$ cat src/ic0_pc_pkg.sv
// ----------------------------------------------------------------------------
// IC(0) preconditioner package
// Types, codes and fixed-point helpers shared by the preconditioner modules.
// ----------------------------------------------------------------------------
package ic0_pc_pkg;

    localparam int MAX_DIM     = 16;
    localparam int DATA_WIDTH  = 32;
    localparam int SAT_BITS    = (DATA_WIDTH < 32) ? DATA_WIDTH : 32;
    localparam int DATA_W      = 32;
    localparam int FRAC_W      = 16;
    localparam int IDX_FIELD_W = 12;
    localparam int CFG_W       = 5;
    localparam int STORE_DEPTH = MAX_DIM * MAX_DIM * MAX_DIM;
    localparam int ADDR_W      = $clog2(STORE_DEPTH);
    localparam int DIM_W       = $clog2(MAX_DIM + 1);
    localparam int CNT_W       = $clog2(MAX_DIM);
    localparam int ACC_W       = DATA_W + 3;

    localparam logic signed [63:0] VAL_MAX = (64'sd1 <<< (SAT_BITS - 1)) - 64'sd1;
    localparam logic signed [63:0] VAL_MIN = -VAL_MAX - 64'sd1;

    // opcodes
    localparam logic [1:0] OP_LOAD  = 2'd0;
    localparam logic [1:0] OP_SOLVE = 2'd1;
    localparam logic [1:0] OP_READ  = 2'd2;
    localparam logic [1:0] OP_NONE  = 2'd3;

    // result status codes
    localparam logic [1:0] RS_LOAD  = 2'd0;
    localparam logic [1:0] RS_SOLVE = 2'd1;
    localparam logic [1:0] RS_READ  = 2'd2;

    // configuration register indexes
    localparam logic [1:0] CFG_GRID_X = 2'd0;
    localparam logic [1:0] CFG_GRID_Y = 2'd1;
    localparam logic [1:0] CFG_GRID_Z = 2'd2;

    // solve passes
    localparam logic [1:0] PH_PIV = 2'd0;
    localparam logic [1:0] PH_FWD = 2'd1;
    localparam logic [1:0] PH_BWD = 2'd2;

    // neighbour directions
    localparam logic [1:0] DIR_X = 2'd0;
    localparam logic [1:0] DIR_Y = 2'd1;
    localparam logic [1:0] DIR_Z = 2'd2;

    typedef struct packed {
        logic [1:0]               opcode;
        logic [IDX_FIELD_W-1:0]   cell_index;
        logic                     is_fluid;
        logic signed [DATA_W-1:0] center_coeff;
        logic signed [DATA_W-1:0] right_coeff;
        logic signed [DATA_W-1:0] up_coeff;
        logic signed [DATA_W-1:0] front_coeff;
        logic signed [DATA_W-1:0] rhs_value;
    } ic0_in_t;

    typedef struct packed {
        logic [1:0]               status;
        logic signed [DATA_W-1:0] solution_value;
    } ic0_out_t;

    typedef struct packed {
        logic [ADDR_W-1:0] rd_addr;
        logic [ADDR_W-1:0] wr_addr;
        logic              load;
        logic              clr;
        logic              clr_all;
        logic [1:0]        phase;
        logic [1:0]        dir;
        logic              cap_self;
        logic              mul1;
        logic              rnd;
        logic              mul2;
        logic              acc_sub;
        logic              fin_mul;
        logic              div_start;
        logic              wr_res;
        logic              res_valid;
        logic [1:0]        res_status;
        logic              res_zero;
    } ic0_cmd_t;

    typedef struct packed {
        logic fluid;
        logic div_done;
    } ic0_stat_t;

    function automatic logic signed [DATA_W-1:0] sat64(input logic signed [63:0] v);
        logic signed [63:0] r;
        r = v;
        if (v > VAL_MAX) r = VAL_MAX;
        else if (v < VAL_MIN) r = VAL_MIN;
        return r[DATA_W-1:0];
    endfunction

    // round to nearest, ties away from zero, drop the fraction, saturate
    function automatic logic signed [DATA_W-1:0] fround(input logic signed [63:0] p);
        logic               neg;
        logic [63:0]        m;
        logic signed [63:0] r;
        neg = p[63];
        m   = neg ? (64'd0 - 64'(p)) : 64'(p);
        m   = (m + 64'd32768) >> FRAC_W;
        r   = neg ? -$signed(m) : $signed(m);
        return sat64(r);
    endfunction

    function automatic logic [DIM_W-1:0] clamp_dim(input logic [CFG_W-1:0] v);
        logic [CFG_W-1:0] d;
        d = v;
        if (d == '0) d = CFG_W'(1);
        if (int'(d) > MAX_DIM) d = CFG_W'(MAX_DIM);
        return DIM_W'(d);
    endfunction

endpackage

$ cat src/ic0_pc_ctrl.sv
// ----------------------------------------------------------------------------
// IC(0) controller
// Grid registers, cell walk counters and the sequencer that drives the datapath.
// ----------------------------------------------------------------------------
module ic0_pc_ctrl
    import ic0_pc_pkg::*;
(
    input  logic             clk,
    input  logic             rst_n,
    input  logic             start,
    input  ic0_in_t          request,
    output logic             busy,
    input  logic             cfg_valid,
    output logic             cfg_ready,
    input  logic [1:0]       cfg_index,
    input  logic [CFG_W-1:0] cfg_data,
    input  ic0_stat_t        stat,
    output ic0_cmd_t         cmd
);

    localparam int STATE_W = 4;
    localparam logic [STATE_W-1:0] S_INIT  = 4'd0;
    localparam logic [STATE_W-1:0] S_IDLE  = 4'd1;
    localparam logic [STATE_W-1:0] S_READ  = 4'd2;
    localparam logic [STATE_W-1:0] S_CLEAR = 4'd3;
    localparam logic [STATE_W-1:0] S_SELF  = 4'd4;
    localparam logic [STATE_W-1:0] S_SELFW = 4'd5;
    localparam logic [STATE_W-1:0] S_NB    = 4'd6;
    localparam logic [STATE_W-1:0] S_M1    = 4'd7;
    localparam logic [STATE_W-1:0] S_R1    = 4'd8;
    localparam logic [STATE_W-1:0] S_M2    = 4'd9;
    localparam logic [STATE_W-1:0] S_R2    = 4'd10;
    localparam logic [STATE_W-1:0] S_ACC   = 4'd11;
    localparam logic [STATE_W-1:0] S_FIN   = 4'd12;
    localparam logic [STATE_W-1:0] S_FRND  = 4'd13;
    localparam logic [STATE_W-1:0] S_DIV   = 4'd14;
    localparam logic [STATE_W-1:0] S_WR    = 4'd15;

    logic [STATE_W-1:0] state_reg, state_next;
    logic [DIM_W-1:0]   gx_reg, gy_reg, gz_reg;
    logic [CNT_W-1:0]   i_reg, i_next, j_reg, j_next, k_reg, k_next;
    logic [ADDR_W-1:0]  idx_reg, idx_next;
    logic [1:0]         dir_reg, dir_next, phase_reg, phase_next;
    logic               rdok_reg, rdok_next;

    logic [ADDR_W-1:0]  plane, nb_addr, idx_adv;
    logic [DIM_W-1:0]   i_w, j_w, k_w;
    logic [CNT_W-1:0]   i_adv, j_adv, k_adv;
    logic               bwd, nb_ok, last_cell, step_cell, accept, idx_ok;
    logic [ADDR_W-1:0]  in_addr;

    assign plane   = ADDR_W'(ADDR_W'(gx_reg) * ADDR_W'(gy_reg));
    assign i_w     = DIM_W'(i_reg);
    assign j_w     = DIM_W'(j_reg);
    assign k_w     = DIM_W'(k_reg);
    assign bwd     = (phase_reg == PH_BWD);
    assign accept  = start && (state_reg == S_IDLE);
    assign busy    = (state_reg != S_IDLE);
    assign idx_ok  = {1'b0, request.cell_index} < (IDX_FIELD_W + 1)'(STORE_DEPTH);
    assign in_addr = request.cell_index[ADDR_W-1:0];
    assign cfg_ready = 1'b1;

    // neighbour address and presence for the current direction
    always_comb
    begin
        case (dir_reg)
            DIR_X:
            begin
                nb_ok   = bwd ? (i_w + DIM_W'(1) < gx_reg) : (i_reg != '0);
                nb_addr = bwd ? idx_reg + ADDR_W'(1) : idx_reg - ADDR_W'(1);
            end
            DIR_Y:
            begin
                nb_ok   = bwd ? (j_w + DIM_W'(1) < gy_reg) : (j_reg != '0);
                nb_addr = bwd ? idx_reg + ADDR_W'(gx_reg) : idx_reg - ADDR_W'(gx_reg);
            end
            DIR_Z:
            begin
                nb_ok   = bwd ? (k_w + DIM_W'(1) < gz_reg) : (k_reg != '0);
                nb_addr = bwd ? idx_reg + plane : idx_reg - plane;
            end
            default:
            begin
                nb_ok   = 1'b0;
                nb_addr = idx_reg;
            end
        endcase
    end

    // next cell in walk order
    always_comb
    begin
        i_adv = i_reg;
        j_adv = j_reg;
        k_adv = k_reg;
        if (bwd)
        begin
            last_cell = (i_reg == '0) && (j_reg == '0) && (k_reg == '0);
            idx_adv   = idx_reg - ADDR_W'(1);
            if (i_reg == '0)
            begin
                i_adv = CNT_W'(gx_reg - DIM_W'(1));
                if (j_reg == '0)
                begin
                    j_adv = CNT_W'(gy_reg - DIM_W'(1));
                    k_adv = k_reg - CNT_W'(1);
                end
                else
                    j_adv = j_reg - CNT_W'(1);
            end
            else
                i_adv = i_reg - CNT_W'(1);
        end
        else
        begin
            last_cell = (i_w + DIM_W'(1) == gx_reg) && (j_w + DIM_W'(1) == gy_reg)
                        && (k_w + DIM_W'(1) == gz_reg);
            idx_adv   = idx_reg + ADDR_W'(1);
            if (i_w + DIM_W'(1) == gx_reg)
            begin
                i_adv = '0;
                if (j_w + DIM_W'(1) == gy_reg)
                begin
                    j_adv = '0;
                    k_adv = k_reg + CNT_W'(1);
                end
                else
                    j_adv = j_reg + CNT_W'(1);
            end
            else
                i_adv = i_reg + CNT_W'(1);
        end
    end

    always_comb
    begin
        state_next = state_reg;
        i_next     = i_reg;
        j_next     = j_reg;
        k_next     = k_reg;
        idx_next   = idx_reg;
        dir_next   = dir_reg;
        phase_next = phase_reg;
        rdok_next  = rdok_reg;
        step_cell  = 1'b0;
        cmd        = '0;
        cmd.rd_addr = idx_reg;
        cmd.wr_addr = idx_reg;
        cmd.phase   = phase_reg;
        cmd.dir     = dir_reg;

        case (state_reg)
            S_INIT:
            begin
                cmd.clr     = 1'b1;
                cmd.clr_all = 1'b1;
                idx_next    = idx_reg + ADDR_W'(1);
                if (int'(idx_reg) == STORE_DEPTH - 1)
                    state_next = S_IDLE;
            end
            S_IDLE:
            begin
                cmd.rd_addr = in_addr;
                cmd.wr_addr = in_addr;
                if (accept)
                begin
                    case (request.opcode)
                        OP_LOAD:
                        begin
                            cmd.load       = idx_ok;
                            cmd.res_valid  = 1'b1;
                            cmd.res_status = RS_LOAD;
                        end
                        OP_SOLVE:
                        begin
                            idx_next   = '0;
                            state_next = S_CLEAR;
                        end
                        OP_READ:
                        begin
                            // hold the read address so the result cycle sees it
                            idx_next   = in_addr;
                            rdok_next  = idx_ok;
                            state_next = S_READ;
                        end
                        default: ;
                    endcase
                end
            end
            S_READ:
            begin
                cmd.res_valid  = 1'b1;
                cmd.res_status = RS_READ;
                cmd.res_zero   = !rdok_reg;
                state_next     = S_IDLE;
            end
            S_CLEAR:
            begin
                cmd.clr  = 1'b1;
                idx_next = idx_reg + ADDR_W'(1);
                if (int'(idx_reg) == STORE_DEPTH - 1)
                begin
                    idx_next   = '0;
                    i_next     = '0;
                    j_next     = '0;
                    k_next     = '0;
                    phase_next = PH_PIV;
                    state_next = S_SELF;
                end
            end
            S_SELF:
                state_next = S_SELFW;
            S_SELFW:
            begin
                cmd.cap_self = 1'b1;
                if (!stat.fluid)
                    step_cell = 1'b1;
                else
                begin
                    dir_next   = DIR_X;
                    state_next = S_NB;
                end
            end
            S_NB:
            begin
                if (nb_ok)
                begin
                    cmd.rd_addr = nb_addr;
                    state_next  = S_M1;
                end
                else if (dir_reg == DIR_Z)
                    state_next = S_FIN;
                else
                    dir_next = dir_reg + 2'd1;
            end
            S_M1:
            begin
                cmd.mul1   = 1'b1;
                state_next = S_R1;
            end
            S_R1:
            begin
                cmd.rnd    = 1'b1;
                state_next = (phase_reg == PH_PIV) ? S_M2 : S_ACC;
            end
            S_M2:
            begin
                cmd.mul2   = 1'b1;
                state_next = S_R2;
            end
            S_R2:
            begin
                cmd.rnd    = 1'b1;
                state_next = S_ACC;
            end
            S_ACC:
            begin
                cmd.acc_sub = 1'b1;
                if (dir_reg == DIR_Z)
                    state_next = S_FIN;
                else
                begin
                    dir_next   = dir_reg + 2'd1;
                    state_next = S_NB;
                end
            end
            S_FIN:
            begin
                if (phase_reg == PH_PIV)
                begin
                    cmd.div_start = 1'b1;
                    state_next    = S_DIV;
                end
                else
                begin
                    cmd.fin_mul = 1'b1;
                    state_next  = S_FRND;
                end
            end
            S_FRND:
            begin
                cmd.rnd    = 1'b1;
                state_next = S_WR;
            end
            S_DIV:
            begin
                if (stat.div_done)
                    state_next = S_WR;
            end
            S_WR:
            begin
                cmd.wr_res = 1'b1;
                step_cell  = 1'b1;
            end
            default:
                state_next = S_IDLE;
        endcase

        // advance the walk; at the end of a pass move to the next one
        if (step_cell)
        begin
            state_next = S_SELF;
            if (last_cell)
            begin
                case (phase_reg)
                    PH_PIV:
                    begin
                        phase_next = PH_FWD;
                        idx_next   = '0;
                        i_next     = '0;
                        j_next     = '0;
                        k_next     = '0;
                    end
                    PH_FWD:
                        phase_next = PH_BWD;
                    default:
                    begin
                        cmd.res_valid  = 1'b1;
                        cmd.res_status = RS_SOLVE;
                        state_next     = S_IDLE;
                    end
                endcase
            end
            else
            begin
                i_next   = i_adv;
                j_next   = j_adv;
                k_next   = k_adv;
                idx_next = idx_adv;
            end
        end
    end

    always_ff @(posedge clk or negedge rst_n)
    begin
        if (!rst_n)
        begin
            state_reg <= S_INIT;
            gx_reg    <= clamp_dim(CFG_W'(MAX_DIM));
            gy_reg    <= clamp_dim(CFG_W'(MAX_DIM));
            gz_reg    <= clamp_dim(CFG_W'(MAX_DIM));
            i_reg     <= '0;
            j_reg     <= '0;
            k_reg     <= '0;
            idx_reg   <= '0;
            dir_reg   <= DIR_X;
            phase_reg <= PH_PIV;
            rdok_reg  <= 1'b0;
        end
        else
        begin
            state_reg <= state_next;
            i_reg     <= i_next;
            j_reg     <= j_next;
            k_reg     <= k_next;
            idx_reg   <= idx_next;
            dir_reg   <= dir_next;
            phase_reg <= phase_next;
            rdok_reg  <= rdok_next;
            if (cfg_valid)
            begin
                case (cfg_index)
                    CFG_GRID_X: gx_reg <= clamp_dim(cfg_data);
                    CFG_GRID_Y: gy_reg <= clamp_dim(cfg_data);
                    CFG_GRID_Z: gz_reg <= clamp_dim(cfg_data);
                    default: ;
                endcase
            end
        end
    end

endmodule

$ cat config.mk
export PLATFORM = sky130hd
export DESIGN_NAME = ic0_pc_ctrl
export DESIGN_NICKNAME = d
export VERILOG_FILES = /design/src/ic0_pc_pkg.sv /design/src/ic0_pc_ctrl.sv
export SDC_FILE = /design/constraint.sdc
export NUM_CORES = 1
export LEC_CHECK = 0
export BUFFER_PORTS_ARGS = -buffer_cell sky130_fd_sc_hd__buf_2
export CORE_UTILIZATION = 25
export CTS_CLUSTER_DIAMETER = 100
export CTS_CLUSTER_SIZE = 12
export DETAILED_ROUTE_END_ITERATION = 16
export PLACE_DENSITY = 0.5
export SLEW_MARGIN = 20
export SYNTH_ARGS = -nofsm -noshare
export SYNTH_HDL_FRONTEND = slang
export SYNTH_SLANG_ARGS = --single-unit
$ cat constraint.sdc
create_clock -name clk -period 7.9 [get_ports clk]
set_clock_uncertainty 0.05 [all_clocks]
set_input_delay 0.79 -clock clk [delete_from_list [all_inputs] [get_ports clk]]
set_output_delay 0.79 -clock clk [all_outputs]
set_load 0.005 [all_outputs]
==> results.ini, run 1 <==
[final_layout]
area_growth_pct = 11.7
largest_reg_flops = 12
antenna_cells = 0
nFillCells = 2758
regArea_um2 = 1200
nets = 1152
multi_input_area_um2 = 4640
fin_cells = 1213
drive_gt1_frac = 0.132

[critical_path]
cp.arrival_ns = 6.22
worstPathRequired_ns = 7.06
crit_path_end_kind = primary output
cp_max_fo = 5
criticalPathCategory = flop to primary output
start_kind = flop

[floorplan]
io_pins = 233
dieArea_um2 = 25900
core_area_um2 = 24500
fp.dieW_um = 161
num_rows = 57
start_util = 0.257
die_y_um = 161

[route]
drc = 0
routed_wl_um = 19600
via_per_inst = 5.06
dr.pass1.iters = 5
drt_iter0_drc = 456
vias = 6133
ant_nets = 0
wl_per_cell_um = 16.2

[worst_hold_path]
hp-class = flop to flop

[place]
post-dp-hpwl_um = 14800
dp.cells = 1205
gp_congestion = 0.862
portBuffers = 70

[yosys]
syn_area_per_cell_um2 = 7.46
yosys.area.top_type_share = 0.179
ys_seq_area_frac = 0.191
netlist_instances = 845
yosysMostFrequentCell = nor2_1
synth-seq-cells = 48
yosysTopAreaCell = dfrtp_1
synthArstFlopShare = 1.00
synth.distinct_cells = 73
synth_area_leaders = dfrtp_1 (18%), ha_1 (13%), nor2_1 (6.2%)
synth_edf_count = 0
synth_warnings = 0
syn_area_um2 = 6300
synth_common_cells = nor2_1 (104), nand2_1 (94), o21ai_0 (66)
synth_nets = 1109
synth_flop_cell = dfrtp_1

[clock_tree]
postCtsHoldBufs = 0
post_cts_buffers = 0
cts_root_buffer = clkbuf_16
clk_pin_slew_ns = 0.07
ctsResizeCount = 0
h-tree-depth = 2
clk_path_buf_depth = 2
clock_latency_ns = 0.31
cts.sinks = 48
cts_tree = built
cts_made_buffers = 5

[global_route]
grt_pass1_vias = 5777
grt_max_degree = 49
grt-ovfl-total = 0
antenna_found_initial = 0
grt.total_usage = 0.155
grt_pass1_wl_um = 31800

[pwr]
p_leak_nw = 3.21
ir_drop_v = 0.000123
power.density_nw_per_um2 = 315

[sta]
finalCriticalPeriod_ns = 7.06
finalCritPeriodShare = 0.893
slew_headroom = 0.432
fmax_ghz = 0.142
slew_viol_final = 0
setup_tns_ns = 0
rsz0062_at_grt = no
setup_viol = 0
worst_pin_slew_ns = 0.843
finalHoldViolations = 0

[status]
status = finished clean

[job]
max_cap_viol_count = 0

-- metal layers --
metal / track usage / vias up / wire [um]
met2: 0.246 / 118 / 8900
met5: 0 / - / 0
li1: - / 3100 / -
met4: 0.0373 / 0 / 269
met1: 0.222 / 2905 / 9740
met3: 0.0170 / 10 / 725
-- through the flow --
stage	util	hold slack, ns	setup slack [ns]	power (mW)	instance area (um2)
2_1_floorplan	-	0.393	1.88	1.55	6300
3_5_place_dp	0.281	0.430	1.18	1.97	6890
4_1_cts	0.287	0.445	0.846	2.22	7040
6_report	0.287	0.440	0.843	2.22	7040
3_3_place_gp	0.281	0.417	1.21	1.97	6890
5_1_grt	0.287	0.480	0.438	2.44	7040
-- final timing paths --
path,start,endpoint,slack (ns),cells past startpoint
worst min register to register,gz_reg[2],gz_reg[2],0.44,2
worst max register to register,idx_reg[0],idx_reg[7],4.36,8
max in group asynchronous,rst_n,idx_reg[1],6.78,2
worst min-delay path,gz_reg[2],gz_reg[2],0.44,2
worst max-delay path,gy_reg[4],cmd[42],0.84,22
min in group asynchronous,rst_n,k_reg[0],0.56,2
-- layout make-up --
cell class / count / share of cell area
timing repair buffer: 77 / 0.0572
tap: 324 / 0.0576
multi-input combinational: 693 / 0.659
sequential: 48 / 0.171
clock buffer: 7 / 0.0203
clock inverter: 1 / 0.00107
inverter: 63 / 0.0336
-- where the power goes --
part	internal (mW)	leakage [nW]	switching [mW]
registers	0.323	0.614	0.177
clock network	0.127	0.0701	0.110
logic	0.624	2.53	0.859
total	1.07	3.21	1.15
-- critical path: stages, from the launching register on --
cell	delay [ns]
dfstp_2	0.57
nand2_1	0.08
fa_1	0.52
fa_1	0.53
fa_1	0.55
inv_1	0.04
ha_1	0.36
a211oi_2	0.29
nor2_1	0.09
xor2_1	0.19
nor3_1	0.34
nor2_1	0.09
a21oi_1	0.14
o21ai_0	0.11
ha_1	0.37
and3_1	0.21
a311oi_1	0.40
o21bai_1	0.11
a21oi_1	0.23
a31oi_1	0.06
nand3b_1	0.18
a211oi_2	0.31
buf_2	0.17
-- cells in the final DEF (no fill, tap or decap), types with 4 or more instances in the layout --
cell	Yosys	layout
nor2_1	104	104
nand2_1	94	94
buf_2	11	70
o21ai_0	66	66
ha_1	65	65
inv_1	61	61
a21oi_1	47	47
dfrtp_1	45	45
xnor2_1	35	35
nor3_1	23	23
nand3_1	22	22
xor2_1	16	16
and3_1	15	15
a31oi_1	15	15
o22ai_1	12	12
fa_1	11	11
a21o_1	10	10
a22oi_1	10	10
nor2b_1	9	9
nand2b_1	10	9
or3_1	8	8
nand4_1	7	7
nor3b_1	7	7
o211ai_1	7	7
buf_4	1	7
o31ai_1	6	6
o221ai_1	6	6
or2_2	5	5
a31o_2	5	5
mux2i_1	5	5
a22o_1	5	5
clkbuf_16	0	5
o21a_1	4	4
nand3b_1	4	4
a32o_1	4	4
a222oi_1	4	4
mux2_2	4	4
-- cells by family (layout without fill, tap and decap cells) --
family                   count (synthesis)  count (layout)  share of synthesized area
multiplexers                            10              10                     0.0187
flip-flops                              48              48                      0.191
buffers and inverters                  104             148                     0.0732
AND/OR/NAND/NOR                        325             325                      0.244
AO/OA/AOI/OAI                          230             230                      0.238
XOR/XNOR                                51              51                     0.0709
adder cells (fa/ha/maj)                 76              76                      0.164
other                                    1               1                   0.000595
(Power assumes the default switching activity.)
==> run 2, diff against run 1 <==
CELL_PAD_IN_SITES_DETAIL_PLACEMENT = 0   (was unset)
CELL_PAD_IN_SITES_GLOBAL_PLACEMENT = 1   (was unset)
CORE_UTILIZATION = 36   (was 25)
PLACE_DENSITY = 0.87   (was 0.5)
==> run 2 against run 1 <==
Compared with the run above:
- core utilization is 11 points higher
- clock power hardly changed
- non-clock buffer count fell by 4
- via count rose by 1.5%
- highest routed layer unchanged
- global-route usage is 4.0 points higher
==> results.ini, run 2 (synthesis results as in run 1) <==
[status]
status = finished clean

[sta]
fmax_ghz = 0.141  ; -0.32%
rsz0062_at_grt = no
finalHoldViolations = 0  ; unchanged
worst_pin_slew_ns = 1.03  ; +0.183 ns
slew_viol_final = 0  ; unchanged
setup_viol = 0  ; unchanged
finalCriticalPeriod_ns = 7.08  ; +0.0230 ns
timing.final.ws_setup_ns = 0.820  ; -0.0230 ns
slew_headroom = 0.315  ; -0.118
finalCritPeriodShare = 0.896  ; +0.00291
setup_tns_ns = 0  ; unchanged

[global_route]
antenna_found_initial = 0  ; unchanged
grt_pass1_wl_um = 28500  ; -10%
grt_pass1_vias = 5492  ; -4.9%
grt_max_degree = 49  ; unchanged
grt-ovfl-total = 0  ; unchanged
grt.total_usage = 0.195  ; +0.0404

[floorplan]
fp.dieW_um = 134  ; -16%
start_util = 0.367  ; +0.110
core_area_um2 = 17200  ; -30%
die_y_um = 134  ; -16%
dieArea_um2 = 18000  ; -30%
num_rows = 48  ; -16%
io_pins = 233  ; unchanged

[final_layout]
largest_reg_flops = 12  ; unchanged
drive_gt1_frac = 0.128  ; -0.00392
layout_common_cells = nor2_1 (104), nand2_1 (94), buf_2 (70), o21ai_0 (66), ha_1 (65)
antenna_cells = 0  ; unchanged
fin_cells = 1110  ; -8.5%
area_growth_pct = 9.23
layout_commonest_cell = nor2_1
nFillCells = 1814  ; -34%
design_area_um2 = 6890  ; -2.2%
fin_util = 0.401  ; +0.114
nets = 1148  ; -0.35%

[clock_tree]
cts.sinks = 48  ; unchanged
clk_path_buf_depth = 2  ; unchanged
postCtsHoldBufs = 0  ; unchanged
ctsResizeCount = 0  ; unchanged
cts_tree = built
clk_pin_slew_ns = 0.07  ; about the same
clock_latency_ns = 0.30  ; about the same
cts_made_buffers = 5  ; unchanged
cts_root_buffer = clkbuf_16
post_cts_buffers = 0  ; unchanged
h-tree-depth = 2  ; unchanged

[route]
drt_iter0_drc = 450  ; -1.3%
dr.pass1.iters = 5  ; unchanged
routed_wl_um = 17500  ; -11%
wl_per_cell_um = 15.8  ; -2.5%
ant_nets = 0  ; unchanged
vias = 6222  ; +1.5%
drc = 0  ; unchanged
via_per_inst = 5.61  ; +11%

[place]
portBuffers = 70  ; unchanged
gp_congestion = 0.891  ; +3.3%
post-dp-hpwl_um = 13400  ; -9.5%
preCtsSetupSlack_ns = 1.19  ; +0.00764 ns
dp.cells = 1102  ; -8.5%
dpl_cell_area_um2 = 6730  ; -2.3%

[critical_path]
cp_max_fo = 8  ; +3
cp.arrival_ns = 6.24  ; +0.02 ns
reg2reg_slack_ns = 4.01  ; -0.35 ns
path_buf_inv = 2  ; unchanged
crit_path_end_kind = primary output
path_delay_family = adder cells
worstPathCellList = nand2_1 > fa_1 > fa_1 > fa_1 > inv_1 > ha_1 > a211oi_2 > nor2_1 > xor2_1 > nor3_1 > nor2_1 > a21oi_1 > o21ai_0 > ha_1 > and3_1 > a311oi_1 > o21bai_1 > a21oi_1 > a31oi_1 > nand3b_1 > a211oi_2 > buf_2
critPathMaxStageDelay_ns = 0.54  ; -0.03 ns
crit_top_cell = fa_1
start_kind = flop
slowest_stage = dfrtp_1
worstPathRequired_ns = 7.06  ; about the same
criticalPathCategory = flop to primary output

[worst_hold_path]
hp-class = flop to flop

[pwr]
p_leak_nw = 3.20  ; -0.35%
ir_drop_v = 0.000181  ; +47%
power.density_nw_per_um2 = 319  ; +1.2%

[job]
max_cap_viol_count = 0  ; unchanged

==> run 2: power breakdown <==
group / leakage, nW / switching (mW) / internal (mW) / total, mW
sequential: 0.614 / 0.180 / 0.323 / 0.503
clock: 0.0772 / 0.107 / 0.127 / 0.234
combinational: 2.51 / 0.839 / 0.620 / 1.46
==> run 2: cell type report <==
| cell class | count | area (um2) | share of cell area |
|---|---|---|---|
| timing repair buffer | 73 | 373 | 0.0542 |
| sequential | 48 | 1200 | 0.175 |
| multi-input combinational | 693 | 4640 | 0.673 |
| clock inverter | 2 | 13.8 | 0.00200 |
| clock buffer | 6 | 139 | 0.0202 |
| tap | 225 | 282 | 0.0409 |
| inverter | 63 | 236 | 0.0343 |
==> run 2: worst register-to-register path, delay by kind of cell, from the launching register on <==
family	cells	cell delay (ns)
flops	1	0.44
simple gates	6	1.56
compound gates	3	1.24
fa+ha+maj	2	0.53
==> run 2: final timing paths <==
path / endpoint / cells after the start / start
setup / recovery: cmd[42] / 22 / gx_reg[0]
hold / removal: gz_reg[3] / 2 / gz_reg[3]
setup reg to reg: idx_reg[3] / 11 / i_reg[0]
hold reg to reg: gz_reg[3] / 2 / gz_reg[3]
max in group asynchronous: gx_reg[1] / 2 / rst_n
min in group asynchronous: idx_reg[9] / 2 / rst_n
==> run 2: through the flow <==
stage	power, mW	hold slack [ns]
final	2.20	0.443
after global routing	2.40	0.490
after CTS	2.18	0.447
after detailed placement	1.94	0.426
after global placement	1.93	0.418
after floorplan	1.55	0.393
==> run 2: per-layer routing <==
layer | track usage | up-vias | routed length (um)
met3 | 0.0163 | 15 | 846
met2 | 0.313 | 166 | 7950
met1 | 0.284 | 2958 | 8500
met5 | 0 | - | 0
li1 | - | 3083 | -
met4 | 0.0412 | 0 | 221
